File: src/hw/rtl/estm_pkg.sv
// Shared types, constants and fixed-point helpers for the Euler transform builder.
`timescale 1ns / 1ps
package estm_pkg;

  localparam int DEFAULT_FRAC_BITS       = 16;
  localparam int DEFAULT_TRIG_ITERATIONS = 16;
  localparam int ANG_MAX_STEPS           = 24;

  localparam int WORD_W = 32;  // width of every Q16.16 field
  localparam int ANG_W  = 18;  // Q3.14 angle
  localparam int ZW     = 35;  // Q30 angle before folding
  localparam int TRIG_W = 34;  // Q30 sine, cosine, residual and rotation entries
  localparam int REM_W  = 33;  // divider partial remainder
  localparam int PW     = 36;  // rotation entry times factor, after rounding

  localparam logic signed [ZW-1:0] PI_Q30      = 35'sd3373259426;
  localparam logic signed [ZW-1:0] TWO_PI_Q30  = 35'sd6746518852;
  localparam logic signed [ZW-1:0] HALF_PI_Q30 = 35'sd1686629713;
  localparam logic signed [TRIG_W-1:0] CORDIC_GAIN = 34'sd652032874;

  localparam logic [31:0] ATAN_STEPS [0:ANG_MAX_STEPS-1] = '{
    32'h3243F6A8, 32'h1DAC6705, 32'h0FADBAFC, 32'h07F56EA6, 32'h03FEAB76, 32'h01FFD55B,
    32'h00FFFAAA, 32'h007FFF55, 32'h003FFFEA, 32'h001FFFFD, 32'h000FFFFF, 32'h0007FFFF,
    32'h0003FFFF, 32'h0001FFFF, 32'h0000FFFF, 32'h00007FFF, 32'h00003FFF, 32'h00001FFF,
    32'h00000FFF, 32'h000007FF, 32'h000003FF, 32'h000001FF, 32'h000000FF, 32'h0000007F};

  localparam logic signed [WORD_W-1:0] WORD_MAX = 32'sh7FFFFFFF;
  localparam logic signed [WORD_W-1:0] WORD_MIN = 32'sh80000000;

  typedef logic signed [WORD_W-1:0] word_t;
  typedef logic signed [TRIG_W-1:0] tval_t;

  typedef struct packed {
    tval_t x;
    tval_t y;
    tval_t z;
  } trig_t;

  // sideband carried alongside the iterative stages
  typedef struct packed {
    logic              op;
    logic [2:0]        flip;
    word_t [2:0]       scale;
    word_t [2:0]       pos;
    logic [2:0][31:0]  mag;
  } side_t;

  // Q30 x Q30 product, rounded half up to Q30
  function automatic tval_t mul_q30(input tval_t a, input tval_t b);
    logic signed [2*TRIG_W-1:0] p;
    p = a * b + $signed((2*TRIG_W)'(64'd1 << 29));
    mul_q30 = TRIG_W'(p >>> 30);
  endfunction

  // Q30 rotation entry times a Q(FRAC) factor, rounded to Q(FRAC)
  function automatic logic signed [PW-1:0] mul_fac(input tval_t a, input word_t b);
    logic signed [TRIG_W+WORD_W-1:0] p;
    p = a * b + $signed((TRIG_W+WORD_W)'(64'd1 << 29));
    mul_fac = PW'(p >>> 30);
  endfunction

  function automatic word_t sat_word(input logic signed [PW-1:0] v);
    logic signed [PW-1:0] hi;
    logic signed [PW-1:0] lo;
    hi = PW'(WORD_MAX);
    lo = PW'(WORD_MIN);
    if (v > hi) sat_word = WORD_MAX;
    else if (v < lo) sat_word = WORD_MIN;
    else sat_word = WORD_W'(v);
  endfunction

endpackage

File: src/hw/rtl/estm_iter_stage.sv
// One pipeline stage: a CORDIC rotation step per angle and a restoring divide step per scale.
`timescale 1ns / 1ps
module estm_iter_stage #(
  parameter int IDX             = 0,
  parameter int TRIG_ITERATIONS = estm_pkg::DEFAULT_TRIG_ITERATIONS,
  parameter int NUM_W           = 33
) (
  input  logic                                 clk,
  input  logic                                 rst_n,
  input  logic                                 en,
  input  logic                                 vld_i,
  input  estm_pkg::side_t                      side_i,
  input  estm_pkg::trig_t [2:0]                trig_i,
  input  logic [2:0][estm_pkg::REM_W-1:0]      rem_i,
  input  logic [2:0][NUM_W-1:0]                num_i,
  output logic                                 vld_o,
  output estm_pkg::side_t                      side_o,
  output estm_pkg::trig_t [2:0]                trig_o,
  output logic [2:0][estm_pkg::REM_W-1:0]      rem_o,
  output logic [2:0][NUM_W-1:0]                num_o
);
  import estm_pkg::*;

  logic                    vld_r;
  side_t                   side_r;
  trig_t [2:0]             trig_r, trig_nxt;
  logic [2:0][REM_W-1:0]   rem_r, rem_nxt;
  logic [2:0][NUM_W-1:0]   num_r, num_nxt;

  generate
    if (IDX < TRIG_ITERATIONS) begin : g_rot
      localparam tval_t ATAN_I = $signed(TRIG_W'(ATAN_STEPS[IDX]));
      always_comb begin
        for (int k = 0; k < 3; k++) begin
          if (!trig_i[k].z[TRIG_W-1]) begin
            trig_nxt[k].x = trig_i[k].x - (trig_i[k].y >>> IDX);
            trig_nxt[k].y = trig_i[k].y + (trig_i[k].x >>> IDX);
            trig_nxt[k].z = trig_i[k].z - ATAN_I;
          end else begin
            trig_nxt[k].x = trig_i[k].x + (trig_i[k].y >>> IDX);
            trig_nxt[k].y = trig_i[k].y - (trig_i[k].x >>> IDX);
            trig_nxt[k].z = trig_i[k].z + ATAN_I;
          end
        end
      end
    end else begin : g_rot_pass
      assign trig_nxt = trig_i;
    end

    if (IDX < NUM_W) begin : g_div
      always_comb begin
        logic [REM_W-1:0] sh;
        logic             ge;
        for (int k = 0; k < 3; k++) begin
          sh = {rem_i[k][REM_W-2:0], num_i[k][NUM_W-1]};
          ge = (sh >= {1'b0, side_i.mag[k]});
          rem_nxt[k] = ge ? sh - {1'b0, side_i.mag[k]} : sh;
          num_nxt[k] = {num_i[k][NUM_W-2:0], ge};
        end
      end
    end else begin : g_div_pass
      assign rem_nxt = rem_i;
      assign num_nxt = num_i;
    end
  endgenerate

  always_ff @(posedge clk) begin
    if (!rst_n) vld_r <= 1'b0;
    else if (en) vld_r <= vld_i;
  end

  always_ff @(posedge clk) begin
    if (en) begin
      side_r <= side_i;
      trig_r <= trig_nxt;
      rem_r  <= rem_nxt;
      num_r  <= num_nxt;
    end
  end

  assign vld_o  = vld_r;
  assign side_o = side_r;
  assign trig_o = trig_r;
  assign rem_o  = rem_r;
  assign num_o  = num_r;

endmodule

File: config.mk
export PLATFORM = sky130hd
export DESIGN_NAME = estm_iter_stage
export DESIGN_NICKNAME = d
export VERILOG_FILES = /design/src/hw/rtl/estm_pkg.sv /design/src/hw/rtl/estm_iter_stage.sv
export SDC_FILE = /design/constraint.sdc
export NUM_CORES = 2
export LEC_CHECK = 0
export BUFFER_PORTS_ARGS = -buffer_cell sky130_fd_sc_hd__buf_2
export CAP_MARGIN = 10
export CORE_AREA = 2 2 626 628
export DETAILED_ROUTE_END_ITERATION = 8
export DIE_AREA = 0 0 628 630
export HOLD_SLACK_MARGIN = 0.05
export SLEW_MARGIN = 20
export SYNTH_ARGS = -nofsm -noshare
export SYNTH_HDL_FRONTEND = slang
export SYNTH_SLANG_ARGS = --single-unit
File: constraint.sdc
create_clock -name clk -period 9.1 [get_ports clk]
set_input_delay 0.455 -clock clk [delete_from_list [all_inputs] [get_ports clk]]
set_output_delay 0.455 -clock clk [all_outputs]
set_load 0.01 [all_outputs]
==> results.sh <==
export IMPL_status="completed"
export IMPL_tns_ps=0
export IMPL_synthCells=4877
export IMPL_ys_ff_latch=794
export IMPL_gp_congestion=0.943
export IMPL_crit_path_start_kind="input port"
export IMPL_vias=48021
export IMPL_wirelength_um=303000
export IMPL_grt_pass1_wl_um=394000
export IMPL_cts_inserted_buffers=106
export IMPL_maxCapViolations=0
export IMPL_p_seq_share_pct=37.0
export IMPL_synth_cell_types=101
export IMPL_drv_slew=0
export IMPL_tightestPinTransition_ps=1060
export IMPL_crit_required_ps=9690
export IMPL_path_common_cell="a21oi_1"
export IMPL_final_common_cell="buf_2"
export IMPL_multi_input_area_um2=24500
export IMPL_drc=0
export IMPL_p_leak_nw=31.1
export IMPL_synth_nets=6172
export IMPL_die_w_um=628
export IMPL_htreeDepth=3
export IMPL_ios=1597
export IMPL_fin_crit_ps=4550
export IMPL_rsz0062_at_grt="false"
export IMPL_crit_type="in -> reg"
export IMPL_synth_ff_type="edfxtp_1"
export IMPL_grtUsageTotal_pct=14.5
export IMPL_slew_headroom_pct=29.0
export IMPL_combPwrFrac_pct=29.2
export IMPL_dp_cells=11530
export IMPL_crit_path_end="rem_o[95]"
export IMPL_internal_power_w=0.00847
export IMPL_startpoint="rem_i[73]"
export IMPL_swShare_pct=34.7
export IMPL_r2r_slack_ps=7940
export IMPL_yosysSeqAreaShare_pct=47.0
export IMPL_fillers=42871
export IMPL_antenna_found_initial=149
export IMPL_reg2reg_from="vld_o"
export IMPL_drt_iter0_drc=3395
export IMPL_clk_pin_slew_ps=60
export IMPL_syn_area_um2=50700
export IMPL_reg2reg_depth=3
export IMPL_syn2layout_area_growth_pct=45.7
export IMPL_clk_latency_ps=800
export IMPL_io_buffers=1593
export IMPL_max_stage_delay_ps=670
export IMPL_finalSetupViolCount=0
export IMPL_nNetsFinal=8263
export IMPL_synth_edf_count=793
export IMPL_dieArea_um2=396000
export IMPL_hold_path_class="in -> reg"
export IMPL_fin_util_pct=19.0
export IMPL_cp_max_fo=34
export IMPL_grt_pass1_vias=45606
export IMPL_p_per_area_nw_per_um2=176
export IMPL_async_flop_share_pct=0
export IMPL_cpMaxStageDelayCell="ha_1"
export IMPL_crit_path_end_kind="flip-flop"
export IMPL_drive_gt1_share_pct=26.1
export IMPL_avgViaCountPerCell=3.88
export IMPL_layout_common_cells="1590 x buf_2, 793 x edfxtp_1, 527 x dlygate4sd3_1"
export IMPL_stdcell_count=12368
export IMPL_gr_total_overflow=0
export IMPL_syn_area_per_cell_um2=10.4
export IMPL_holdWs_ps=153
export IMPL_rows=229
export IMPL_r2r_end="vld_o"
export IMPL_finClkSkew_ps=0
export IMPL_grt_max_degree=151
export IMPL_pwr_share_clk_pct=33.8
export IMPL_clock_sinks=794
export IMPL_fin_crit_sh_pct=50.0
export IMPL_tritoncts="done"
export IMPL_yosysWarnings=0
export IMPL_cts_root_buffer="clkbuf_16"
export IMPL_register_area_um2=23800
export IMPL_die_h_um=630
export IMPL_core_area_um2=388000
export IMPL_cp_arrival_ps=5140
export IMPL_ant_nets=0
export IMPL_ir_worst_vdd_mv=0.141
export IMPL_p_switching_w=0.00450
export IMPL_max_freq_ghz=0.220
export IMPL_firstDrtPassIters=6
export IMPL_wl_per_cell_um=24.5
export IMPL_hold_viol=0
export IMPL_ctsLongestPathBuffers=4
export IMPL_hpwl_um=257000
export IMPL_crit_chain="dlygate4sd3_1, buf_2, ha_1, nand4_1, or3_1, o22a_1, a21oi_1, a21oi_1, nor2_1, a31oi_4, buf_4, mux2_1"
export IMPL_start_util_pct=13.1
## per-stage QoR
| step | area, um^2 | total power (W) | setup WS [ps] |
|---|---|---|---|
| floorplan | 50700 | 0.00656 | 5050 |
| CTS | 73600 | 0.0132 | 4270 |
| detailed placement | 64800 | 0.00849 | 3860 |
| global placement | 64800 | 0.00848 | 3840 |
| finish | 73900 | 0.0130 | 4550 |
| global route | 73800 | 0.0136 | 4210 |
## critical path, delay by kind of cell
kind            cells  cell delay, ps
fa+ha+maj           1             670
mux                 1             360
buf+inv             3            1140
simple gates        3            1430
compound gates      4            1070
## kinds of logic after synthesis
kind of cell    synth area share, %
compound gates                 18.7
simple gates                   9.84
flops                          47.0
buf+inv                        4.82
fa+ha+maj                      12.4
xor+xnor                       6.08
mux                            1.07
## state kept, by name (all words and copies together) (netlist names)
| signal | flops |
|---|---|
| rem_o | 99 |
| num_o | 99 |
| side_o | 292 |
| trig_o | 303 |
| vld_o | 1 |
## worst min path at each step
stage                              to  slack (ps)  depth (start not counted)        start
after global routing      trig_o[170]         100                          3  trig_i[170]
after detailed placement        vld_o         520                          2        vld_o
final                       rem_o[65]         150                          3    rem_i[64]
after CTS                 trig_o[232]          50                          3  trig_i[232]
after floorplan                 vld_o         540                          2        vld_o
after global placement          vld_o         490                          2        vld_o
## cell usage after synthesis (36+ instances only)
cell      instances  area, um^2
ha_1            480        6010
nor3_1           68         340
clkbuf_1        122         458
nor2b_1          53         332
o21a_1           40         300
xor2_1           87         762
o21ai_0         323        1620
a21o_1          168        1260
mux2i_1          42         420
nand4_1          36         225
nand2_1         290        1090
nor2_1          364        1370
nand3_1          68         340
a211oi_1         52         390
inv_1           440        1650
a21oi_1         482        2410
xnor2_1         265        2320
o21bai_1        104         781
edfxtp_1        793       23800
nand2b_1         46         288
## cell type report
| class | instances | share of cell area [%] |
|---|---|---|
| Antenna cell | 122 | 0.413 |
| Clock buffer | 117 | 3.65 |
| Clock inverter | 72 | 1.11 |
| Inverter | 457 | 2.32 |
| Multi-Input combinational cell | 3466 | 33.1 |
| Sequential cell | 794 | 32.3 |
| Tap cell | 5197 | 8.80 |
| Timing Repair Buffer | 2143 | 18.3 |
## power groups by stage
stage | Combinational (W) | Clock [W] | Sequential [W]
3_3_place_gp | 0.00361 | 0 | 0.00487
5_1_grt | 0.00410 | 0.00466 | 0.00484
6_report | 0.00378 | 0.00439 | 0.00480
2_1_floorplan | 0.00153 | 0 | 0.00503
3_5_place_dp | 0.00361 | 0 | 0.00488
4_1_cts | 0.00384 | 0.00457 | 0.00481
## metal layers
layer | routed length, um | GRT usage, %
met4 | 22600 | 9.56
met2 | 141000 | 23.8
met3 | 29400 | 5.47
met5 | 342 | 0
met1 | 110000 | 15.7
## what timing repair did
action                                 4_1_cts  5_1_grt
hold buffers                               527        0
gates resized for setup                      0        0
setup buffers                                0        0
endpoints found under the hold margin      592        0
Note: power is estimated with default switching activity, not from simulation.
